## src/hdl/slaw_pkg.sv

```systemverilog
// ----------------------------------------------------------------------------
// slaw_pkg
// Shared types and constants of the slot lease allocator with watchdog.
// ----------------------------------------------------------------------------
package slaw_pkg;

	localparam int SLOTS_DEF      = 8;
	localparam int WAIT_DEPTH_DEF = 64;

	localparam int CFG_IW = 2;
	localparam int CFG_DW = 31;
	localparam int IN_DW  = 16;
	localparam int IN_UW  = 2;
	localparam int OUT_DW = 88;
	localparam int OUT_UW = 3;

	localparam logic [3:0]  SLOTS_IN_USE_RST = 4'd8;
	localparam logic [30:0] ACQ_TIMEOUT_RST  = 31'd30000;
	localparam logic [6:0]  MAX_WAITERS_RST  = 7'd64;
	localparam logic [30:0] STUCK_THRESH_RST = 31'd0;

	typedef enum logic [1:0] {
		MODE_ACQUIRE,
		MODE_RELEASE,
		MODE_TICK,
		MODE_CHECK
	} mode_t;

	typedef enum logic [1:0] {
		REG_SLOTS_IN_USE,
		REG_ACQ_TIMEOUT,
		REG_MAX_WAITERS,
		REG_STUCK_THRESH
	} reg_idx_t;

	typedef enum logic [2:0] {
		KIND_GRANTED,
		KIND_SHED,
		KIND_PARKED,
		KIND_TIMED_OUT,
		KIND_RELEASED,
		KIND_BAD_RELEASE,
		KIND_STUCK,
		KIND_STATUS
	} kind_t;

	typedef enum logic [3:0] {
		OP_NONE,
		OP_ACCEPT,
		OP_ACQ,
		OP_REL,
		OP_EMIT_PEND,
		OP_EMIT_GRANT,
		OP_T_INC,
		OP_T_RD,
		OP_T1_EV,
		OP_T2_START,
		OP_T2_EV,
		OP_C1,
		OP_C2,
		OP_C_STAT
	} dp_op_t;

	typedef enum logic [3:0] {
		ST_IDLE,
		ST_ACQ,
		ST_REL,
		ST_EMIT,
		ST_GRANT,
		ST_T_INC,
		ST_T1_RD,
		ST_T1_EV,
		ST_T1_END,
		ST_T2_RD,
		ST_T2_EV,
		ST_C1,
		ST_C2,
		ST_C_STAT
	} state_t;

	typedef struct packed {
		mode_t in_mode;
		logic  out_free;
		logic  wq_nonempty;
		logic  grant_pend;
		logic  tick_done;
		logic  due;
		logic  due_zero;
		logic  slot_done;
		logic  hit;
	} dp_status_t;

endpackage

```

## src/hdl/slaw_ctrl.sv

```systemverilog
// ----------------------------------------------------------------------------
// slaw_ctrl
// Sequencer: walks each transaction through update, scan and result steps.
// ----------------------------------------------------------------------------
module slaw_ctrl (
	input  logic                 clk,
	input  logic                 arst_n,
	input  logic                 in_valid,
	output logic                 in_ready,
	input  slaw_pkg::dp_status_t st,
	output slaw_pkg::dp_op_t     op
);

	slaw_pkg::state_t state_q, state_d;

	always_ff @(posedge clk or negedge arst_n) begin
		if (!arst_n) begin
			state_q <= slaw_pkg::ST_IDLE;
		end else begin
			state_q <= state_d;
		end
	end

	always_comb begin
		state_d = state_q;
		case (state_q)
			slaw_pkg::ST_IDLE: begin
				if (in_valid) begin
					case (st.in_mode)
						slaw_pkg::MODE_ACQUIRE: state_d = slaw_pkg::ST_ACQ;
						slaw_pkg::MODE_RELEASE: state_d = slaw_pkg::ST_REL;
						slaw_pkg::MODE_TICK:    state_d = slaw_pkg::ST_T_INC;
						default:                state_d = slaw_pkg::ST_C1;
					endcase
				end
			end
			slaw_pkg::ST_ACQ:   state_d = slaw_pkg::ST_EMIT;
			slaw_pkg::ST_REL:   state_d = slaw_pkg::ST_EMIT;
			slaw_pkg::ST_EMIT: begin
				if (st.out_free)
					state_d = st.grant_pend ? slaw_pkg::ST_GRANT : slaw_pkg::ST_IDLE;
			end
			slaw_pkg::ST_GRANT: begin
				if (st.out_free) state_d = slaw_pkg::ST_IDLE;
			end
			slaw_pkg::ST_T_INC:
				state_d = st.wq_nonempty ? slaw_pkg::ST_T1_RD : slaw_pkg::ST_IDLE;
			slaw_pkg::ST_T1_RD: state_d = slaw_pkg::ST_T1_EV;
			slaw_pkg::ST_T1_EV:
				state_d = st.tick_done ? slaw_pkg::ST_T1_END : slaw_pkg::ST_T1_RD;
			slaw_pkg::ST_T1_END:
				state_d = st.due_zero ? slaw_pkg::ST_IDLE : slaw_pkg::ST_T2_RD;
			slaw_pkg::ST_T2_RD: state_d = slaw_pkg::ST_T2_EV;
			slaw_pkg::ST_T2_EV: begin
				if (!st.due || st.out_free)
					state_d = st.tick_done ? slaw_pkg::ST_IDLE : slaw_pkg::ST_T2_RD;
			end
			slaw_pkg::ST_C1: begin
				if (st.slot_done) state_d = slaw_pkg::ST_C2;
			end
			slaw_pkg::ST_C2: begin
				if ((!st.hit || st.out_free) && st.slot_done) state_d = slaw_pkg::ST_C_STAT;
			end
			slaw_pkg::ST_C_STAT: begin
				if (st.out_free) state_d = slaw_pkg::ST_IDLE;
			end
			default: state_d = slaw_pkg::ST_IDLE;
		endcase
	end

	always_comb begin
		in_ready = 1'b0;
		op       = slaw_pkg::OP_NONE;
		case (state_q)
			slaw_pkg::ST_IDLE: begin
				in_ready = 1'b1;
				if (in_valid) op = slaw_pkg::OP_ACCEPT;
			end
			slaw_pkg::ST_ACQ:   op = slaw_pkg::OP_ACQ;
			slaw_pkg::ST_REL:   op = slaw_pkg::OP_REL;
			slaw_pkg::ST_EMIT: begin
				if (st.out_free) op = slaw_pkg::OP_EMIT_PEND;
			end
			slaw_pkg::ST_GRANT: begin
				if (st.out_free) op = slaw_pkg::OP_EMIT_GRANT;
			end
			slaw_pkg::ST_T_INC: op = slaw_pkg::OP_T_INC;
			slaw_pkg::ST_T1_RD: op = slaw_pkg::OP_T_RD;
			slaw_pkg::ST_T1_EV: op = slaw_pkg::OP_T1_EV;
			slaw_pkg::ST_T1_END: begin
				if (!st.due_zero) op = slaw_pkg::OP_T2_START;
			end
			slaw_pkg::ST_T2_RD: op = slaw_pkg::OP_T_RD;
			slaw_pkg::ST_T2_EV: begin
				if (!st.due || st.out_free) op = slaw_pkg::OP_T2_EV;
			end
			slaw_pkg::ST_C1:    op = slaw_pkg::OP_C1;
			slaw_pkg::ST_C2: begin
				if (!st.hit || st.out_free) op = slaw_pkg::OP_C2;
			end
			slaw_pkg::ST_C_STAT: begin
				if (st.out_free) op = slaw_pkg::OP_C_STAT;
			end
			default: op = slaw_pkg::OP_NONE;
		endcase
	end

endmodule

```

## config.mk

```make
export PLATFORM = sky130hd
export DESIGN_NAME = slaw_ctrl
export DESIGN_NICKNAME = d
export VERILOG_FILES = /design/src/hdl/slaw_pkg.sv /design/src/hdl/slaw_ctrl.sv
export SDC_FILE = /design/constraint.sdc
export NUM_CORES = 1
export LEC_CHECK = 0
export BUFFER_PORTS_ARGS = -buffer_cell sky130_fd_sc_hd__buf_2
export CORE_UTILIZATION = 50
export DETAILED_ROUTE_END_ITERATION = 8
export PLACE_DENSITY_LB_ADDON = 0.2
export REMOVE_ABC_BUFFERS = 1
export SYNTH_ARGS = -nofsm -noshare
export SYNTH_HDL_FRONTEND = slang
export SYNTH_SLANG_ARGS = --single-unit
```

## constraint.sdc

```tcl
create_clock -name clk -period 2.3 [get_ports clk]
set_input_delay 0.46 -clock clk [delete_from_list [all_inputs] [get_ports clk]]
set_output_delay 0.46 -clock clk [all_outputs]
set_load 0.03 [all_outputs]
```

# Word-level counts from Yosys, hierarchy flattened
# Cells that the tools add are included.
word_totals:
  rom_bits: 0
  mem_bits_rw: 0
  latchBits: 0
  output_inout_bits: 5
  reg_bits: 4
  mem_count: 0
op_classes:
  eq_ne: 21
  magnitude_cmp: 0
  n_addsub: 0
  n_mux: 21
  shift: 0
  reduce_logical: 11
  multipliers: 0
  div_mod_pow: 0
  bitwise_logic: 0
op_table:
  columns: ["op", "count"]
  rows:
  - ["one-hot mux 4 bit (13 select lines)", 1]
  - ["2-to-1 mux 4 bit", 12]
  - ["one-hot mux 4 bit (12 select lines)", 1]
  - ["equality test 4 bit, second input constant", 6]
  - ["equality test 4 x 3 -> 1 bit, second input constant", 4]
  - ["2-to-1 mux 3 bit", 4]
  - ["one-hot mux 4 bit (3 select lines)", 1]
  - ["inequality test 2 bit, second input constant", 5]
  - ["equality test 4 x 2 -> 1 bit, second input constant", 2]
  - ["AND reduction 6 bit", 1]
  - ["OR reduction 2 bit", 3]
  - ["equality test 4 x 1 -> 1 bit, second input constant", 1]
  - ["logical NOT 4 bit", 1]
  - ["equality test 2 x 1 -> 1 bit, second input constant", 1]
  - ["equality test 2 bit, second input constant", 1]
  - ["logical NOT 1 bit", 2]
  - ["logical NOT 2 bit", 1]
  - ["logical OR 1 bit", 2]
  - ["2-to-1 mux 1 bit", 2]
  - ["inequality test 2 x 1 -> 1 bit, second input constant", 1]
  - ["logical AND 1 bit", 1]

# Depth between registers and ports, before layout
# Gate-level depths: netlist of run 1.
logic_depth:
  word_depth: 5
  mapped_depth: 7

# Worst setup path after synthesis of run 1
# OpenSTA, ideal clock, no wires.
synth_timing:
  kind: "register to output"
  from: "register state_q[0]"
  to: "output port op[0]"
  n_path_buf: 2
  stages_incl_launch_ff: 5
  t_required_ns: 1.840
  path_slack_ns: 0.065
  t_arrival_ns: 1.775
  path_cell_list: "dfrtp_1 > clkbuf_1 > clkbuf_1 > a31oi_1 > o21ai_0"
synth_via:
  elab_chain_cells: 3
  word_cells_on_any_way: 16
  classes_between: "eq/ne (13); mux (1); reduce/logical (2)"
synth_lines:
  columns: ["element", "line", "text"]
  rows:
  - ["from (decl)", "slaw_ctrl.sv:14", "slaw_pkg::state_t state_q, state_d;"]
  - ["from (signal assigned)", "slaw_ctrl.sv:18", "state_q <= slaw_pkg::ST_IDLE;"]
  - ["from (signal assigned)", "slaw_ctrl.sv:20", "state_q <= state_d;"]
  - ["equality test 4 bit or equality test 4 x 3 -> 1 bit (tied branches)", "slaw_ctrl.sv:74", "case (state_q)"]
  - ["OR reduction 2 bit (no source line)", null, null]
  - ["one-hot mux 4 bit (13 select lines) (*)", "slaw_ctrl.sv:74", null]
  - ["to (decl)", "slaw_ctrl.sv:11", "output slaw_pkg::dp_op_t op"]
# Mark *: on every way between the ends. The rest lies on a longest branch, timed or not.

# Worst setup path after layout of run 1
layout_timing:
  from: "register state_q[0]"
  to: "output port op[3]"
# Same word-level chain as after synthesis.

==> results of run 1 <==
power groups by stage:
stage / Combinational, uW / Sequential, uW / Clock (uW)
after global routing: 1160 / 207 / 98.4
after global placement: 988 / 191 / 0
after CTS: 1020 / 191 / 95.9
after floorplan: 664 / 239 / 0
after detailed placement: 1010 / 192 / 0
final: 1080 / 201 / 92.6
logic make-up (layout without fill, tap and decap cells):
kind of cell	count (synthesis)	after routing	share of synthesized area, %
and+or+nand+nor	34	34	26.2
muxes	1	1	1.52
xor gates and xnor gates	1	1	1.33
buffers and inverters	15	34	10.1
AOI/OAI and AO/OA	42	42	45.6
DFF	4	4	15.2
routing by layer:
metal	global-route usage (%)	wire length, um	vias to the layer above
li1	-	-	398
met4	18.8	58	0
met1	41.4	831	373
met2	50.8	1060	65
met3	2.33	218	11
met5	0	0	-
cell type report:
cell class,instances,area [um^2]
repair buffers,24,140
multi-input cells,78,497
flip-flops and latches,4,101
clock buffers,3,22.5
well taps,14,17.5
fillers,108,367
inverters,7,26.3
worst min-delay path by stage:
stage	slack, ps	to	depth (start not counted)
after floorplan	160	state_q[0]$_DFFE_PN0P_	0
after global placement	260	state_q[2]$_DFFE_PN0P_	1
after detailed placement	270	state_q[2]$_DFFE_PN0P_	1
after CTS	2	state_q[1]$_DFFE_PN0P_	1
after global routing	7	state_q[1]$_DFFE_PN0P_	1
final	7	state_q[1]$_DFFE_PN0P_	1
stage by stage:
stage / area, um^2 / setup TNS, ps / util, % / setup WS [ps]
floorplan: 618 / -106 / - / -106
global placement: 766 / 0 / 65.4 / 248
detailed placement: 766 / 0 / 65.4 / 205
CTS: 788 / 0 / 67.3 / 76.3
global route: 805 / -66.8 / 68.7 / -56.8
finish: 805 / 0 / 68.7 / 30.1
cells in the mapped netlist:
library cell,n
o22ai_1,2
a31oi_1,3
o22a_1,1
nor2b_1,3
dfrtp_1,4
o21ai_0,10
a21oi_1,9
o311a_1,1
buf_1,2
nor4_2,1
a211o_1,1
inv_1,6
nand2b_1,2
clkinv_1,1
xnor2_1,1
mux2i_1,1
o21bai_1,1
a211oi_1,2
o21a_1,2
or4_1,1
or3b_2,1
o21ai_2,1
nor3_1,3
a2111oi_4,1
buf_6,1
a221oi_2,1
nor2_1,9
buf_2,2
o221ai_1,2
clkbuf_1,3
nand4b_1,1
or2_2,1
nand4_1,1
nand2_1,10
nand3_1,1
a32o_1,1
a22oi_1,4
cells in the final DEF (no fill, tap or decap), drive strengths merged:
| cell | instances |
|---|---|
| buf | 24 |
| o21ai | 11 |
| nand2 | 10 |
| a21oi | 9 |
| nor2 | 9 |
| inv | 6 |
| a22oi | 4 |
| dfrtp | 4 |
| nor3 | 3 |
| a31oi | 3 |
| nor2b | 3 |
| clkbuf | 3 |
| nand2b | 2 |
| o22ai | 2 |
| a211oi | 2 |
| o221ai | 2 |
| o21a | 2 |
| or2 | 1 |
| clkinv | 1 |
| mux2i | 1 |
| or3b | 1 |
| nand3 | 1 |
| xnor2 | 1 |
| a32o | 1 |
| nor4 | 1 |
| nand4b | 1 |
| or4 | 1 |
| a2111oi | 1 |
| o21bai | 1 |
| o311a | 1 |
| a211o | 1 |
| nand4 | 1 |
| o22a | 1 |
| a221oi | 1 |
critical path: cells and delay by family, from the launching register on:
family	cells	cell delay (ps)
simple gates	2	610
flops	1	430
buf+inv	1	180
compound gates	3	340
what timing repair did:
action,4_1_cts,5_1_grt
endpoints found under the setup margin,0,2
gates resized for setup,0,3
buffers inserted,0,1
==> run_results.csv, run 1 <==
group,metric,value,unit
synth,synth_area,658,um^2
placement,gp_congestion,0.989,
routing,vias,847,
die,std_cell_rows,12,
timing,finalMaxSlewViolations,0,
routing,drc_errors,0,
finish,instances_no_fill,130,
finish,syn2layout_area_growth,22.2,%
setup_path,end_kind,"primary output",
grt,grt_pass1_wl,3150,um
clock_tree,path_clk_slew,40,ps
die,dieArea,1470,um^2
routing,wire_per_inst,16.6,um
power_and_ir_drop,power_density,1710,nW/um^2
clock_tree,h-tree-depth,1,
setup_path,crit_type,"flop to primary output",
grt,grt_overflow,0,
setup_path,timing.rr.start,"state_q[1]$_DFFE_PN0P_",
power_and_ir_drop,power.share.sequential,14.6,%
power_and_ir_drop,clkPwrFrac,6.7,%
grt,antenna_found_initial,0,
timing,holdWs,7.11,ps
clock_tree,insertion_delay,250,ps
clock_tree,cts_buffers,3,
synth,yosys-top-cells-area,"dfrtp_1 (15%), o21ai_0 (7.6%), a21oi_1 (6.8%), nand2_1 (5.7%), nor2_1 (5.1%)",
synth,ys_types,37,
flow_run,maxCapViolations,0,
power_and_ir_drop,p_leak,0.000353,uW
grt,grt_max_degree,20,
setup_path,cp_slowest_stage_delay,530,ps
power_and_ir_drop,p_switching,777,uW
placement,io_buffer_count,17,
routing,wl,2160,um
timing,tightest_slew,485,ps
synth,yosysTopAreaCell,"dfrtp_1",
placement,dp_cells,126,
synth,yosysWarningCount,0,
setup_path,crit_path_start,"state_q[0]$_DFFE_PN0P_",
routing,drtIter0Drc,78,
power_and_ir_drop,internal-power,597,uW
synth,synth_area_per_cell,6.78,um^2
power_and_ir_drop,fin_total_pwr,1370,uW
routing,ant_nets,0,
timing,setup_viol,0,
timing,hold_viol,0,
die,die_width,38.3,um
setup_path,cp_cell_sequence,"or3b_2 -> a22oi_2 -> o21ai_0 -> nand2_1 -> o21ai_0 -> buf_4",
setup_path,crit_slowest_cell,"or3b_2",
setup_path,cp_max_fo,6,
finish,top_regs,"state_q: 4 flops",
finish,drive_gt1_share,30.2,%
die,die_h,38.3,um
setup_path,rrSetupSlack,240,ps
synth,ys_seq_area_share,15.2,%
setup_path,crit_top_cell,"o21ai_0",
grt,grt.total_usage,31.8,%
routing,dr.pass1.iters,5,
die,ios,18,
die,core,1170,um^2
outcome,status,"finished clean",
setup_path,required,1840,ps
synth,netlist.area_leader.share,15.2,%
setup_path,cp.arrival,1810,ps
clock_tree,cts_root_buf,"clkbuf_4",
finish,diodes,0,
power_and_ir_drop,pwr-share-comb,78.6,%
die,start_util,56.2,%
setup_path,start_kind,"flop",
grt,grt_pass1_vias,697,
clock_tree,cts_sinks,4,
synth,syn_inst,97,
timing,period_minus_slack,2270,ps
timing,skew,12.3,ps
finish,largest_reg_flops,4,
power_and_ir_drop,p_sw_share,56.6,%
timing,post-route-period-util,98.7,%
setup_path,worst_r2r_path_depth,5,
synth,ys_ff_latch,4,
placement,dpl.hpwl,1500,um
power_and_ir_drop,ir_drop,0.000700,V
setup_path,endpoint,"op[3]",
finish,top_register,"state_q",
clock_tree,max-clock-path-buffers,2,
timing,fmax,0.441,GHz
setup_path,regToRegEndpoint,"state_q[0]$_DFFE_PN0P_",
routing,viasPerCell,6.52,
finish,final_nets,131,
timing,max-slew-margin-rel,67.4,%
hold_path,min_path_type,"input pin to async pin",
clock_tree,hold_buffers,0,
clock_tree,cts_tree,"yes",
Power figures use the tool's default switching activity.
==> run 2: changes to the inputs <==
- GPL_TIMING_DRIVEN: not set -> 0
==> run 2 against run 1 <==
Against the previous run: core utilization shrank 1.7 points; worst setup slack gained 67 ps; register-to-register slack lost 50 ps; via count shrank 6.0%; sequential cell count is the same; combinational power shrank 12%.
==> run_results.csv, run 2 (synthesis results as in run 1) <==
group,metric,value,unit
die,die_width,38.3,um
setup_path,start_kind,"flop",
timing,setup_viol,0,
setup_path,crit_path_start,"state_q[0]$_DFFE_PN0P_",
finish,top_regs,"state_q: 4 flops",
finish,mostFrequentLayoutCell,"buf_2",
placement,post-place-ws,-45.8,ps
setup_path,worst_r2r_path_depth,6,
finish,syn2layout_area_growth,19.2,%
finish,fin_area,785,um^2
grt,antenna_found_initial,0,
setup_path,required,1840,ps
flow_run,maxCapViolations,0,
timing,setup_slack,97.4,ps
timing,finalMaxSlewViolations,0,
routing,vias,796,
clock_tree,path_clk_slew,40,ps
routing,drc_errors,0,
clock_tree,cts_tree,"yes",
timing,hold_viol,0,
hold_path,min_path_type,"input pin to async pin",
grt,grt_pass1_vias,734,
finish,final_cell_mix,"buf_2 (16), o21ai_0 (10), nand2_1 (10)",
power_and_ir_drop,clkPwrFrac,6.8,%
clock_tree,h-tree-depth,1,
routing,ant_nets,0,
power_and_ir_drop,power_density,1670,nW/um^2
setup_path,timing.rr.start,"state_q[0]$_DFFE_PN0P_",
placement,dpl.hpwl,1220,um
power_and_ir_drop,power.share.sequential,20.2,%
power_and_ir_drop,fin_total_pwr,1310,uW
clock_tree,max-clock-path-buffers,2,
power_and_ir_drop,internal-power,564,uW
power_and_ir_drop,ir_drop,0.000756,V
timing,period_minus_slack,2200,ps
finish,drive_gt1_share,31.5,%
placement,gp_congestion,0.905,
die,core,1170,um^2
setup_path,regToRegEndpoint,"state_q[0]$_DFFE_PN0P_",
clock_tree,cts_sinks,4,
setup_path,end_kind,"primary output",
setup_path,cp_max_fo,12,
routing,viasPerCell,6.37,
timing,max-slew-margin-rel,66.8,%
power_and_ir_drop,p_leak,0.000328,uW
power_and_ir_drop,pwr-share-comb,73.0,%
timing,setup_tns,0,ps
timing,fmax,0.454,GHz
routing,wire_per_inst,15.0,um
timing,post-route-period-util,95.8,%
outcome,status,"finished clean",
grt,grt_max_degree,21,
die,start_util,56.2,%
routing,wl,1870,um
routing,drtIter0Drc,38,
clock_tree,insertion_delay,240,ps
die,ios,18,
power_and_ir_drop,p_switching,744,uW
placement,placed_area,721,um^2
finish,diodes,0,
finish,top_register,"state_q",
grt,grt_pass1_wl,3060,um
setup_path,rrSetupSlack,190,ps
placement,io_buffer_count,17,
die,std_cell_rows,12,
timing,tightest_slew,498,ps
clock_tree,cts_root_buf,"clkbuf_4",
grt,grt_overflow,0,
setup_path,cp.arrival,1740,ps
grt,grt.total_usage,30.5,%
timing,rsz0062_at_grt,"false",
die,die_h,38.3,um
timing,skew,5.98,ps
clock_tree,cts_buffers,3,
setup_path,crit_type,"flop to primary output",
finish,final_nets,126,
routing,dr.pass1.iters,4,
finish,largest_reg_flops,4,
die,dieArea,1470,um^2
power_and_ir_drop,p_sw_share,56.9,%
## run 2: final cells by class
cell class | instances | area [um^2]
fillers | 113 | 387
multi-input cells | 78 | 507
well taps | 14 | 17.5
inverters | 7 | 27.5
repair buffers | 19 | 103
clock buffers | 3 | 22.5
flip-flops and latches | 4 | 108
## run 2: metal layers
metal	global-route usage, %	vias up	wire length, um	share of wire [%]
met5	0	-	0	0
met4	18.8	0	0	0
met3	1.16	0	132	7.0
met2	50.0	45	898	48
met1	38.9	360	843	45
li1	-	391	-	-
## run 2: power groups by stage
stage | registers [uW] | logic [uW] | clock network [uW]
5_1_grt | 274 | 1030 | 96.1
3_5_place_dp | 290 | 821 | 0
6_report | 264 | 955 | 89.0
2_1_floorplan | 239 | 664 | 0
3_3_place_gp | 283 | 809 | 0
4_1_cts | 245 | 919 | 91.5
## run 2: per-stage QoR
stage / hold slack [ps] / utilization, % / instances
final: 16.5 / 67.0 / 125
after global routing: 19.9 / 67.0 / 125
after CTS: 12.5 / 65.5 / 125
after detailed placement: 268 / 61.5 / 120
after global placement: 264 / 61.5 / 120
after floorplan: 164 / - / 89
## run 2: repair_timing
action / CTS / global route
gates resized for setup: 5 / 6
hold buffers: 0 / 0
setup endpoints to repair: 3 / 3
setup buffers: 2 / 0
## run 2: how the worst max path moves through the flow
stage                        to  slack, ps  depth (start not counted)
after floorplan           op[0]       -110                          5
after global placement    op[0]         -9                          6
after detailed placement  op[0]        -50                          6
after CTS                 op[3]         50                          6
after global routing      op[2]         30                          7
final                     op[2]        100                          7
## run 2: critical path: stages (launching register included)
cell and delay, ps:
dfrtp_4 460, buf_4 190, inv_1 100, nand2_1 70
o21ai_0 210, a22oi_1 90, o22ai_1 160, buf_2 220
==> run 3: changes to the inputs <==
- CORE_AREA: not set -> 2 2 39 41
- CORE_UTILIZATION: 50 -> not set
- CTS_BUF_LIST: not set -> sky130_fd_sc_hd__clkbuf_4 sky130_fd_sc_hd__clkbuf_8
- DIE_AREA: not set -> 0 0 41 43
==> run 3 against run 2 <==
Against the previous run: die area rose by 20%; register-to-register slack barely moved; routed wire length fell by 4.1%; clock skew about the same; non-clock buffer count up 1; power down 1.2%; design area rose by 0.32%; critical path type unchanged; critical endpoint is now op[3].
==> run_results.csv, run 3 (synthesis results as in run 1) <==
group,metric,value,unit
outcome,status,"finished clean",
grt,grt_pass1_wl,2880,um
timing,setup_viol,0,
die,std_cell_rows,14,
grt,grt_overflow,0,
timing,holdWs,17.5,ps
finish,syn2layout_area_growth,19.6,%
setup_path,rrSetupSlack,200,ps
finish,final_nets,127,
setup_path,cp.arrival,1710,ps
die,core,1380,um^2
finish,largest_reg_flops,4,
setup_path,required,1840,ps
setup_path,regToRegEndpoint,"state_q[1]$_DFFE_PN0P_",
power_and_ir_drop,power_density,1640,nW/um^2
routing,ant_nets,0,
timing,hold_viol,0,
clock_tree,cts_root_buf,"clkbuf_4",
die,ios,18,
power_and_ir_drop,fin_total_pwr,1290,uW
routing,wl,1800,um
setup_path,crit_type,"flop to primary output",
finish,diodes,0,
clock_tree,h-tree-depth,1,
setup_path,cp_max_fo,5,
timing,tightest_slew,511,ps
routing,viasPerCell,6.19,
hold_path,min_path_type,"input pin to async pin",
grt,grt_pass1_vias,657,
timing,finalMaxSlewViolations,0,
power_and_ir_drop,ir_drop,0.000718,V
setup_path,crit_path_start,"state_q[0]$_DFFE_PN0P_",
setup_path,start_kind,"flop",
grt,grt.total_usage,22.6,%
grt,antenna_found_initial,0,
placement,gp_congestion,0.915,
power_and_ir_drop,p_leak,0.000331,uW
routing,drc_errors,0,
clock_tree,hold_buffers,0,
timing,post-route-period-util,94.5,%
clock_tree,max-clock-path-buffers,2,
routing,dr.pass1.iters,5,
finish,drive_gt1_share,31.3,%
placement,dpl.hpwl,1240,um
finish,top_register,"state_q",
finish,multi_input_area,497,um^2
routing,vias,792,
routing,wire_per_inst,14.0,um
clock_tree,cts_sinks,4,
placement,post-place-ws,-72.3,ps
placement,io_buffer_count,17,
clock_tree,insertion_delay,240,ps
finish,n_fill_cell,138,
finish,top_regs,"state_q: 4 flops",
timing,skew,5.61,ps
timing,period_minus_slack,2170,ps
timing,rsz0062_at_grt,"false",
finish,seqCellArea,110,um^2
finish,mostFrequentLayoutCell,"buf_2",
setup_path,end_kind,"primary output",
timing,max-slew-margin-rel,66.0,%
clock_tree,cts_tree,"yes",
grt,grt_max_degree,21,
finish,final_cell_mix,"buf_2 (16), o21ai_0 (10), nand2_1 (10)",
die,dieArea,1760,um^2
timing,fmax,0.460,GHz
clock_tree,path_clk_slew,40,ps
die,start_util,47.6,%
flow_run,maxCapViolations,0,
die,die_width,41,um
placement,dp_cells,122,
routing,drtIter0Drc,25,
timing,setup_slack,126,ps
setup_path,timing.rr.start,"state_q[0]$_DFFE_PN0P_",
setup_path,worst_r2r_path_depth,6,
clock_tree,cts_buffers,3,
timing,setup_tns,0,ps
finish,instances_no_fill,128,
die,die_h,43,um
-- run 3: how the worst max path moves through the flow --
stage	slack, ps	end
2_1_floorplan	-110	op[0]
3_3_place_gp	-60	op[0]
3_5_place_dp	-70	op[0]
4_1_cts	10	op[3]
5_1_grt	40	op[0]
6_report	130	op[3]
-- run 3: power by group --
group | internal (uW) | total (uW) | switching, uW
Sequential | 121 | 270 | 148
Clock | 58.6 | 90.9 | 32.2
Combinational | 391 | 932 | 541
-- run 3: metrics by stage --
step | instance area [um^2] | util, %
global route | 787 | 56.9
finish | 787 | 56.9
global placement | 723 | 52.3
detailed placement | 723 | 52.3
CTS | 777 | 56.1
floorplan | 618 | -
-- run 3: layer usage --
layer | vias to the layer above | share of wire [%] | global-route usage, %
li1 | 395 | - | -
met1 | 368 | 45 | 34.9
met2 | 27 | 48 | 32.5
met3 | 2 | 5.0 | 0
met4 | 0 | 1.2 | 8.00
met5 | - | 0 | 0
-- run 3: layout make-up --
cell class | count | share of cell area (%)
flip-flops and latches | 4 | 14.0
repair buffers | 20 | 14.0
multi-input cells | 78 | 63.1
well taps | 16 | 2.54
clock buffers | 3 | 2.86
inverters | 7 | 3.50
-- run 3: timing repair --
action | in CTS | in global routing
resized for setup | 5 | 5
setup endpoints to repair | 3 | 5
setup buffers | 3 | 0
-- run 3: worst max-delay path, cell delays in order (launching register included) --
cell	delay [ps]
dfrtp_4	500
or3b_4	410
a22oi_1	130
o21ai_0	90
nand2_1	70
o21ai_0	90
buf_4	180
